<file path="config.mk">
export PLATFORM = sky130hd
export DESIGN_NAME = tftp_transfer_engine
export DESIGN_NICKNAME = d
export VERILOG_FILES = /design/src/rtl/tte_pkg.sv /design/src/rtl/tte_front.sv /design/src/rtl/tte_cmd_queue.sv /design/src/rtl/tte_back.sv /design/src/rtl/tftp_transfer_engine.sv
export SDC_FILE = /design/constraint.sdc
export NUM_CORES = 1
export LEC_CHECK = 0
export ABC_AREA = 1
export BUFFER_PORTS_ARGS = -buffer_cell sky130_fd_sc_hd__clkbuf_2
export CAP_MARGIN = 0
export CORE_MARGIN = 2
export CORE_UTILIZATION = 45
export CTS_CLUSTER_SIZE = 40
export DETAILED_ROUTE_END_ITERATION = 8
export GPL_ROUTABILITY_DRIVEN = 0
export RECOVER_POWER = 25
export SLEW_MARGIN = 20
export SYNTH_ARGS = -nofsm -noshare
export SYNTH_HDL_FRONTEND = slang
export SYNTH_SLANG_ARGS = --single-unit
</file>
<file path="constraint.sdc">
create_clock -name clk_i -period 5.4 [get_ports clk_i]
set_clock_uncertainty 0.15 [all_clocks]
set_input_delay 0.54 -clock clk_i [delete_from_list [all_inputs] [get_ports clk_i]]
set_output_delay 0.54 -clock clk_i [all_outputs]
set_load 0.01 [all_outputs]
</file>
<file path="src/rtl/tte_pkg.sv">
`timescale 1ns / 1ps
`default_nettype none

package tte_pkg;

  typedef enum logic [1:0] {
    REQ_START  = 2'd0,
    REQ_PACKET = 2'd1,
    REQ_TICK   = 2'd2,
    REQ_CHUNK  = 2'd3
  } req_e;

  typedef enum logic [1:0] {
    CFG_DIRECTION   = 2'd0,
    CFG_WAIT_TICKS  = 2'd1,
    CFG_MAX_RETRIES = 2'd2,
    CFG_BLOCK_SIZE  = 2'd3
  } cfg_idx_e;

  typedef enum logic [1:0] {
    ST_IDLE = 2'd0,
    ST_BUSY = 2'd1,
    ST_DONE = 2'd2,
    ST_FAIL = 2'd3
  } status_e;

  localparam logic [15:0] OP_RRQ    = 16'd1;
  localparam logic [15:0] OP_WRQ    = 16'd2;
  localparam logic [15:0] OP_DATA   = 16'd3;
  localparam logic [15:0] OP_ACK    = 16'd4;
  localparam logic [15:0] HDR_BYTES = 16'd4;

  localparam logic        DIRECTION_RESET   = 1'b0;
  localparam logic [15:0] WAIT_TICKS_RESET  = 16'd100;
  localparam logic [7:0]  MAX_RETRIES_RESET = 8'd3;
  localparam logic [15:0] BLOCK_SIZE_RESET  = 16'd512;

  localparam int CmdDepth = 2;
  localparam int CmdPtrW  = (CmdDepth > 1) ? $clog2(CmdDepth) : 1;
  localparam int CmdCntW  = $clog2(CmdDepth + 1);

  localparam int ResDepth = 2;
  localparam int ResPtrW  = (ResDepth > 1) ? $clog2(ResDepth) : 1;
  localparam int ResCntW  = $clog2(ResDepth + 1);

  typedef struct packed {
    logic [1:0]  req_type;
    logic [15:0] pkt_len;
    logic [15:0] pkt_opcode;
    logic [15:0] pkt_block;
    logic [15:0] chunk_len;
  } in_item_t;

  typedef struct packed {
    logic        send_valid;
    logic [15:0] send_opcode;
    logic [15:0] send_block;
    logic [15:0] send_len;
    logic        deliver_valid;
    logic [15:0] deliver_len;
    logic        want_chunk;
    logic [1:0]  status;
  } out_item_t;

  typedef struct packed {
    logic        direction;
    logic [15:0] wait_ticks;
    logic [7:0]  max_retries;
    logic [15:0] block_size;
    logic [23:0] read_limit;
  } cfg_t;

  typedef struct packed {
    req_e        kind;
    logic        good_hdr;
    logic        is_data;
    logic        is_ack;
    logic        blk_zero;
    logic [15:0] blk;
    logic [15:0] pay;
    logic        pay_full;
    logic [15:0] chunk_len;
  } cmd_t;

endpackage

`default_nettype wire

</file>
<file path="src/rtl/tte_front.sv">
`timescale 1ns / 1ps
`default_nettype none

module tte_front import tte_pkg::*; (
  input  var cfg_t     cfg_i,
  input  var in_item_t item_i,
  output cmd_t         cmd_o
);

  logic [15:0] pay;

  assign pay = item_i.pkt_len - HDR_BYTES;

  always_comb begin
    cmd_o.kind      = req_e'(item_i.req_type);
    cmd_o.good_hdr  = (item_i.req_type == REQ_PACKET) && (item_i.pkt_len >= HDR_BYTES);
    cmd_o.is_data   = (item_i.pkt_opcode == OP_DATA);
    cmd_o.is_ack    = (item_i.pkt_opcode == OP_ACK);
    cmd_o.blk_zero  = (item_i.pkt_block == 16'd0);
    cmd_o.blk       = item_i.pkt_block;
    cmd_o.pay       = pay;
    cmd_o.pay_full  = (pay == cfg_i.block_size);
    cmd_o.chunk_len = (item_i.chunk_len > cfg_i.block_size) ? cfg_i.block_size
                                                            : item_i.chunk_len;
  end

endmodule

`default_nettype wire

</file>
<file path="src/rtl/tte_cmd_queue.sv">
`timescale 1ns / 1ps
`default_nettype none

module tte_cmd_queue import tte_pkg::*; (
  input  var logic clk_i,
  input  var logic rst_ni,
  input  var logic push_i,
  input  var cmd_t cmd_i,
  output logic     full_o,
  output logic     valid_o,
  output cmd_t     cmd_o,
  input  var logic pop_i
);

  cmd_t               mem_q [CmdDepth];
  logic [CmdPtrW-1:0] wptr_q, rptr_q;
  logic [CmdCntW-1:0] cnt_q;
  logic               do_push, do_pop;

  assign full_o  = (cnt_q == CmdCntW'(CmdDepth));
  assign valid_o = (cnt_q != '0);
  assign cmd_o   = mem_q[rptr_q];
  assign do_push = push_i && !full_o;
  assign do_pop  = pop_i && valid_o;

  always_ff @(posedge clk_i or negedge rst_ni) begin
    if (!rst_ni) begin
      wptr_q <= '0;
      rptr_q <= '0;
      cnt_q  <= '0;
    end else begin
      if (do_push) begin
        wptr_q <= (wptr_q == CmdPtrW'(CmdDepth - 1)) ? '0 : wptr_q + 1'b1;
      end
      if (do_pop) begin
        rptr_q <= (rptr_q == CmdPtrW'(CmdDepth - 1)) ? '0 : rptr_q + 1'b1;
      end
      if (do_push && !do_pop) begin
        cnt_q <= cnt_q + 1'b1;
      end else if (do_pop && !do_push) begin
        cnt_q <= cnt_q - 1'b1;
      end
    end
  end

  always_ff @(posedge clk_i) begin
    if (do_push) begin
      mem_q[wptr_q] <= cmd_i;
    end
  end

endmodule

`default_nettype wire

</file>
<file path="src/rtl/tte_back.sv">
`timescale 1ns / 1ps
`default_nettype none

module tte_back import tte_pkg::*; (
  input  var logic      clk_i,
  input  var logic      rst_ni,
  input  var cfg_t      cfg_i,
  input  var logic      cmd_valid_i,
  input  var cmd_t      cmd_i,
  output logic          cmd_pop_o,
  output logic          empty_o,
  output out_item_t     res_o,
  input  var logic      pop_i
);

  typedef enum logic [2:0] {
    PH_IDLE     = 3'd0,
    PH_RD_WAIT  = 3'd1,
    PH_WR_ACK0  = 3'd2,
    PH_WR_CHUNK = 3'd3,
    PH_WR_ACK   = 3'd4,
    PH_DONE     = 3'd5,
    PH_FAIL     = 3'd6
  } phase_e;

  phase_e      phase_q, phase_d;
  logic [15:0] block_number_q, block_number_d;
  logic [15:0] last_acked_q, last_acked_d;
  logic [23:0] wait_count_q, wait_count_d;
  logic [7:0]  retry_count_q, retry_count_d;
  logic [15:0] chunk_len_q, chunk_len_d;
  logic [23:0] wc_inc;
  out_item_t   res;

  out_item_t          res_mem_q [ResDepth];
  logic [ResPtrW-1:0] res_wptr_q, res_rptr_q;
  logic [ResCntW-1:0] res_cnt_q;
  logic               res_pop;

  assign wc_inc    = wait_count_q + 24'd1;
  assign res_pop   = pop_i && (res_cnt_q != '0);
  assign cmd_pop_o = cmd_valid_i && ((res_cnt_q != ResCntW'(ResDepth)) || res_pop);
  assign empty_o   = (res_cnt_q == '0);
  assign res_o     = res_mem_q[res_rptr_q];

  always_comb begin
    phase_d        = phase_q;
    block_number_d = block_number_q;
    last_acked_d   = last_acked_q;
    wait_count_d   = wait_count_q;
    retry_count_d  = retry_count_q;
    chunk_len_d    = chunk_len_q;
    res            = '0;
    case (phase_q)
      PH_IDLE, PH_DONE, PH_FAIL: begin
        if (cmd_i.kind == REQ_START) begin
          wait_count_d   = '0;
          retry_count_d  = '0;
          chunk_len_d    = '0;
          last_acked_d   = '0;
          res.send_valid = 1'b1;
          if (!cfg_i.direction) begin
            block_number_d  = 16'd1;
            phase_d         = PH_RD_WAIT;
            res.send_opcode = OP_RRQ;
          end else begin
            block_number_d  = 16'd0;
            phase_d         = PH_WR_ACK0;
            res.send_opcode = OP_WRQ;
          end
        end
      end
      PH_RD_WAIT: begin
        if (cmd_i.good_hdr && cmd_i.is_data && (cmd_i.blk == block_number_q)) begin
          res.send_valid    = 1'b1;
          res.send_opcode   = OP_ACK;
          res.send_block    = cmd_i.blk;
          res.deliver_valid = 1'b1;
          res.deliver_len   = cmd_i.pay;
          last_acked_d      = cmd_i.blk;
          wait_count_d      = '0;
          if (cmd_i.pay_full) begin
            block_number_d = block_number_q + 16'd1;
          end else begin
            phase_d = PH_DONE;
          end
        end else begin
          if (cmd_i.kind == REQ_TICK) begin
            res.send_valid  = 1'b1;
            res.send_opcode = OP_ACK;
            res.send_block  = last_acked_q;
          end
          wait_count_d = wc_inc;
          if (wc_inc >= cfg_i.read_limit) begin
            phase_d = PH_FAIL;
          end
        end
      end
      PH_WR_ACK0: begin
        if (cmd_i.good_hdr && cmd_i.is_ack && cmd_i.blk_zero) begin
          block_number_d = 16'd1;
          wait_count_d   = '0;
          phase_d        = PH_WR_CHUNK;
        end else begin
          wait_count_d = wc_inc;
          if (wc_inc >= {8'd0, cfg_i.wait_ticks}) begin
            phase_d = PH_FAIL;
          end
        end
      end
      PH_WR_CHUNK: begin
        if (cmd_i.kind == REQ_CHUNK) begin
          chunk_len_d     = cmd_i.chunk_len;
          res.send_valid  = 1'b1;
          res.send_opcode = OP_DATA;
          res.send_block  = block_number_q;
          res.send_len    = cmd_i.chunk_len;
          retry_count_d   = 8'd1;
          wait_count_d    = '0;
          phase_d         = PH_WR_ACK;
        end
      end
      PH_WR_ACK: begin
        if (cmd_i.good_hdr && cmd_i.is_ack && (cmd_i.blk == block_number_q)) begin
          wait_count_d  = '0;
          retry_count_d = '0;
          if (chunk_len_q == cfg_i.block_size) begin
            block_number_d = block_number_q + 16'd1;
            phase_d        = PH_WR_CHUNK;
          end else begin
            phase_d = PH_DONE;
          end
        end else begin
          wait_count_d = wc_inc;
          if (wc_inc >= {8'd0, cfg_i.wait_ticks}) begin
            if (retry_count_q >= cfg_i.max_retries) begin
              phase_d = PH_FAIL;
            end else begin
              res.send_valid  = 1'b1;
              res.send_opcode = OP_DATA;
              res.send_block  = block_number_q;
              res.send_len    = chunk_len_q;
              retry_count_d   = retry_count_q + 8'd1;
              wait_count_d    = '0;
            end
          end
        end
      end
      default: begin
        phase_d = PH_IDLE;
      end
    endcase
    res.want_chunk = (phase_d == PH_WR_CHUNK);
    case (phase_d)
      PH_IDLE: res.status = ST_IDLE;
      PH_DONE: res.status = ST_DONE;
      PH_FAIL: res.status = ST_FAIL;
      default: res.status = ST_BUSY;
    endcase
  end

  always_ff @(posedge clk_i or negedge rst_ni) begin
    if (!rst_ni) begin
      phase_q        <= PH_IDLE;
      block_number_q <= '0;
      last_acked_q   <= '0;
      wait_count_q   <= '0;
      retry_count_q  <= '0;
      chunk_len_q    <= '0;
      res_wptr_q     <= '0;
      res_rptr_q     <= '0;
      res_cnt_q      <= '0;
    end else begin
      if (cmd_pop_o) begin
        phase_q        <= phase_d;
        block_number_q <= block_number_d;
        last_acked_q   <= last_acked_d;
        wait_count_q   <= wait_count_d;
        retry_count_q  <= retry_count_d;
        chunk_len_q    <= chunk_len_d;
        res_wptr_q     <= (res_wptr_q == ResPtrW'(ResDepth - 1)) ? '0 : res_wptr_q + 1'b1;
      end
      if (res_pop) begin
        res_rptr_q <= (res_rptr_q == ResPtrW'(ResDepth - 1)) ? '0 : res_rptr_q + 1'b1;
      end
      if (cmd_pop_o && !res_pop) begin
        res_cnt_q <= res_cnt_q + 1'b1;
      end else if (res_pop && !cmd_pop_o) begin
        res_cnt_q <= res_cnt_q - 1'b1;
      end
    end
  end

  always_ff @(posedge clk_i) begin
    if (cmd_pop_o) begin
      res_mem_q[res_wptr_q] <= res;
    end
  end

  // The result buffer never overflows.
  assert property (@(posedge clk_i) disable iff (!rst_ni)
    res_cnt_q <= ResCntW'(ResDepth))
    else $error("result buffer overflow");

  // A start seen in idle always opens a read or a write transfer.
  assert property (@(posedge clk_i) disable iff (!rst_ni)
    (cmd_pop_o && (phase_q == PH_IDLE) && (cmd_i.kind == REQ_START))
    |=> ((phase_q == PH_RD_WAIT) || (phase_q == PH_WR_ACK0)))
    else $error("start did not open a transfer");

  // A chunk request in write mode always produces one DATA transfer.
  assert property (@(posedge clk_i) disable iff (!rst_ni)
    (cmd_pop_o && (phase_q == PH_WR_CHUNK) && (cmd_i.kind == REQ_CHUNK))
    |=> ((phase_q == PH_WR_ACK) && (retry_count_q == 8'd1)))
    else $error("chunk did not start a send");

  // The wait counter is cleared when an acknowledged write block leads to the next chunk.
  assert property (@(posedge clk_i) disable iff (!rst_ni)
    (cmd_pop_o && (phase_q == PH_WR_ACK) && (phase_d == PH_WR_CHUNK))
    |=> (wait_count_q == '0))
    else $error("wait counter not cleared on acknowledged block");

endmodule

`default_nettype wire

</file>
<file path="src/rtl/tftp_transfer_engine.sv">
// Events wait in the command queue; the back end puts each result in the result buffer.
// Throughput: one event per cycle while the result buffer has room or is being read.
// A two-entry command queue and a two-entry result buffer decouple the two sides.
// Reset (rst_ni low, asynchronous) returns to idle with default configuration.
// No clearing pass is needed after reset.
`timescale 1ns / 1ps
`default_nettype none

module tftp_transfer_engine import tte_pkg::*; (
  input  var logic      clk_i,
  input  var logic      rst_ni,
  input  var logic      push,
  output logic          full,
  input  var in_item_t  in_i,
  output logic          empty,
  input  var logic      pop,
  output out_item_t     out_o,
  input  var logic      cfg_valid_i,
  output logic          cfg_ready_o,
  input  var logic [1:0]  cfg_index_i,
  input  var logic [15:0] cfg_data_i
);

  cfg_t        cfg;
  logic        direction_q;
  logic [15:0] wait_ticks_q;
  logic [7:0]  max_retries_q;
  logic [15:0] block_size_q;
  logic [23:0] read_limit_q;
  cmd_t        front_cmd, queue_cmd;
  logic        queue_valid, queue_pop;

  assign cfg_ready_o = 1'b1;

  assign cfg.direction   = direction_q;
  assign cfg.wait_ticks  = wait_ticks_q;
  assign cfg.max_retries = max_retries_q;
  assign cfg.block_size  = block_size_q;
  assign cfg.read_limit  = read_limit_q;

  always_ff @(posedge clk_i or negedge rst_ni) begin
    if (!rst_ni) begin
      direction_q   <= DIRECTION_RESET;
      wait_ticks_q  <= WAIT_TICKS_RESET;
      max_retries_q <= MAX_RETRIES_RESET;
      block_size_q  <= BLOCK_SIZE_RESET;
      read_limit_q  <= 24'(WAIT_TICKS_RESET) * 24'(MAX_RETRIES_RESET);
    end else begin
      if (cfg_valid_i && cfg_ready_o) begin
        case (cfg_idx_e'(cfg_index_i))
          CFG_DIRECTION:   direction_q   <= cfg_data_i[0];
          CFG_WAIT_TICKS:  wait_ticks_q  <= cfg_data_i;
          CFG_MAX_RETRIES: max_retries_q <= cfg_data_i[7:0];
          CFG_BLOCK_SIZE:  block_size_q  <= cfg_data_i;
          default: ;
        endcase
      end
      read_limit_q <= 24'(wait_ticks_q) * 24'(max_retries_q);
    end
  end

  tte_front u_front (
    .cfg_i  (cfg),
    .item_i (in_i),
    .cmd_o  (front_cmd)
  );

  tte_cmd_queue u_queue (
    .clk_i   (clk_i),
    .rst_ni  (rst_ni),
    .push_i  (push),
    .cmd_i   (front_cmd),
    .full_o  (full),
    .valid_o (queue_valid),
    .cmd_o   (queue_cmd),
    .pop_i   (queue_pop)
  );

  tte_back u_back (
    .clk_i       (clk_i),
    .rst_ni      (rst_ni),
    .cfg_i       (cfg),
    .cmd_valid_i (queue_valid),
    .cmd_i       (queue_cmd),
    .cmd_pop_o   (queue_pop),
    .empty_o     (empty),
    .res_o       (out_o),
    .pop_i       (pop)
  );

endmodule

`default_nettype wire

</file>
==> results.yml <==
outcome:
  status: "finished, violations left"
  violations: "capacitance limit, slew limit"
drt:
  drt_iter0_markers: 1205
  avgViaCountPerCell: 5.10
  drtAntennaViolNets: 0
  dr.pass1.iters: 5
  wl_per_cell_microns: 16.6
  drt_wl_total_microns: 55900
  drcViolationCount: 0
  vias: 17100
finish:
  nNetsFinal: 2940
  layout_commonest_cell: "nand2_1"
  drive_above_1_share: 0.115
  syn_to_final_growth_pct: 11.8
  fin_util: 0.510
  final_cell_mix: "680 x nand2_1, 410 x inv_1, 222 x edfxtp_1"
  num_antenna_cells: 0
setup_path:
  cp_top_family: "adder cells"
  reg2reg_slack_ps: 360
  critPathCaptureType: "flop"
  path_cells: "nand2_1 -> fa_1 -> inv_1 -> fa_1 -> fa_1 -> fa_1 -> ha_1 -> a21oi_1 -> a21boi_0 -> o21ai_0 -> a21boi_1 -> o21ai_1 -> a21boi_2 -> o21ai_1 -> nand2_1 -> nand2_1 -> xor2_1"
  critPathLaunchType: "flop"
  criticalPathCategory: "flop to flop"
  cp.arrival_ps: 5340
  cpPeakStageDelay_ps: 560
  crit_fanout: 10
  crit-reg2reg-launch: "wait_ticks_q[3]$_DFFE_PN0P_"
  cpMaxStageDelayCell: "fa_1"
  crit_buf_inv: 1
  crit_top_cell: "fa_1"
  reg2reg_to: "read_limit_q[21]$_DFF_PN0_"
  required_ps: 5690
  ff2ff_path_depth: 17
grt:
  grt_use_total: 0.215
  antenna_found_initial: 0
  overflow: 0
  grt_pass1_vias: 17000
  grt_pass1_wl_microns: 90500
  grt_max_degree: 90
clock_network:
  cts.reportedPaths.clkPinSlew_ps: 60
  cts_buffers: 42
  cts_tree: "yes"
  cts_setup_buffers: 0
  clkSinkCount: 378
  root_buffer: "clkbuf_16"
  h-tree-depth: 2
  clockBufferDepth: 3
  worstSkewPairLatency_ps: 570
floorplan:
  core_sq_um: 50200
  dieArea_sq_um: 52700
  dieHeight_microns: 229
  start_util: 0.456
  pin_count: 161
  row_count: 82
  die_x_microns: 229
pwr:
  power_density_nw_per_um2: 510
  p_switching_mw: 5.40
  p_clk_frac: 0.216
  p_seq_frac: 0.351
  comb_power_share: 0.433
  vdd_drop_max_mv: 0.330
  p_int_mw: 7.63
  swShare: 0.414
  leakagePower_nw: 12.3
sta:
  max_freq_mhz: 198
  period_minus_slack_ps: 5040
  hold_violations: 0
  worstMarginPinSlew_ps: 3570
  slew_violations: 75
  worst_slack_ps: 356
  fin_tns_setup_ps: 0
  slew_headroom: -1.38
  fin_crit_sh: 0.934
  setup_viol: 0
  rsz0062_at_grt: "no"
place:
  port_buffers: 146
  dpl.hpwl_microns: 41400
  pre_cts_ws_ps: 204
worst_hold_path:
  hp-class: "input pin to flop"
  worstHoldEndpoint: "block_size_q[9]$_DFFE_PN1P_"
  whs_path_depth: 3
  hold_start: "cfg_data_i[9]"
run:
  maxCapViolations: 2
yosys:
  yosysUniqueCellTypes: 64
  synth_edf_count: 222
  ys_top_cells_by_area: "edfxtp_1 29%, dfrtp_1 16%, nand2_1 11%"
  ys_seq_area_frac: 0.463
  synthesis.area_sq_um: 22900
  async_flop_share: 0.413
  synth-seq-cells: 378
  synth_area_per_cell_sq_um: 9.05
  synth_warnings: 0
  ys.flop_type: "edfxtp_1"
  synth_top_area_frac: 0.291
  synthCells: 2529
  yosysTopAreaCell: "edfxtp_1"
-- timing repair --
action                                  4_1_cts  5_1_grt
gates resized for setup                       0        5
hold endpoints to repair                     67        0
hold buffers                                  1        0
endpoints found under the setup margin        0        3
-- cell families after synthesis --
group,synth area share
and+or+nand+nor,0.185
buffers and inverters,0.0922
DFF,0.463
AOI/OAI and AO/OA,0.0920
adders and majority gates,0.136
xor gates and xnor gates,0.0317
other,0.000328
muxes,0.000438
-- area by class of cell --
| type | count | area, sq um |
|---|---|---|
| tap | 672 | 841 |
| sequential | 378 | 10600 |
| clock inverter | 23 | 234 |
| fill | 4657 | 24600 |
| inverter | 427 | 1600 |
| multi-input combinational | 1635 | 10300 |
| timing repair buffer | 169 | 935 |
| clock buffer | 53 | 1100 |
-- sequential cells by signal, indices dropped and copies added (netlist names), 2 cells and up --
name and cells:
max_retries_q 8, u_back.retry_count_q 8, wait_ticks_q 16, u_back.last_acked_q 16, u_back.chunk_len_q 16, u_queue.mem_q 110
u_back.block_number_q 16, u_back.res_mem_q 112, read_limit_q 24, u_queue.cnt_q 2, block_size_q 16, u_back.phase_q 3
u_back.res_cnt_q 2, u_back.wait_count_q 24
-- through the flow --
stage / area [sq um] / cells / hold slack [ps] / power (mW)
detailed placement: 24200 / 3280 / 314 / 10.3
global route: 25600 / 3357 / 70.1 / 14.0
finish: 25600 / 3357 / 75.0 / 13.0
floorplan: 22900 / 2541 / 94.4 / 8.57
global placement: 24200 / 3278 / 307 / 10.1
CTS: 25600 / 3357 / 11.9 / 13.1
-- power groups by stage --
stage / clock network, mW / logic [mW] / registers (mW)
2_1_floorplan: 0 / 4.08 / 4.49
3_3_place_gp: 0 / 5.53 / 4.61
3_5_place_dp: 0 / 5.66 / 4.63
4_1_cts: 2.88 / 5.69 / 4.58
5_1_grt: 2.98 / 6.38 / 4.67
6_report: 2.81 / 5.64 / 4.58
-- cells in the mapped netlist (8+ instances only) --
cell type,instances
nand3_1,74
or2_2,21
nor4_1,13
xor2_1,67
ha_1,114
nand2_2,10
dfstp_2,10
inv_2,13
o22ai_1,21
o22ai_2,10
o31ai_1,13
nand4_1,23
nor2_1,97
fa_1,84
buf_4,14
clkbuf_1,61
o211ai_1,23
xnor2_1,12
buf_2,11
o21ai_1,20
dfrtp_1,146
a21oi_1,88
o21ai_0,137
nand2_1,680
buf_6,8
edfxtp_1,222
inv_1,411
nor3_1,38
-- worst reg2reg max path, delay by kind of cell (launching register included) --
kind	cells	cell delay, ps
adders and majority gates	5	2480
xor gates and xnor gates	1	140
and+or+nand+nor	3	260
AOI/OAI and AO/OA	7	1290
buffers and inverters	1	60
DFF	1	540
-- layer usage --
layer  routed length (microns)  up-vias  GRT usage
li1                          -     8383          -
met1                     25400     8237      0.297
met2                     26700      415      0.354
met3                      2420       86     0.0247
met4                      1390        0     0.0716
met5                         0        -          0
-- worst max path at each step --
stage	end	depth (start not counted)	start	slack, ps
2_1_floorplan	read_limit_q[21]$_DFF_PN0_	19	max_retries_q[7]$_DFFE_PN0P_	370
3_3_place_gp	read_limit_q[21]$_DFF_PN0_	18	wait_ticks_q[2]$_DFFE_PN1P_	260
3_5_place_dp	read_limit_q[21]$_DFF_PN0_	18	wait_ticks_q[2]$_DFFE_PN1P_	200
4_1_cts	read_limit_q[21]$_DFF_PN0_	18	wait_ticks_q[2]$_DFFE_PN1P_	180
5_1_grt	read_limit_q[20]$_DFF_PN0_	16	wait_ticks_q[0]$_DFFE_PN0P_	0.8
6_report	read_limit_q[21]$_DFF_PN0_	17	wait_ticks_q[3]$_DFFE_PN0P_	360
Note: power is estimated with default switching activity, not from simulation.
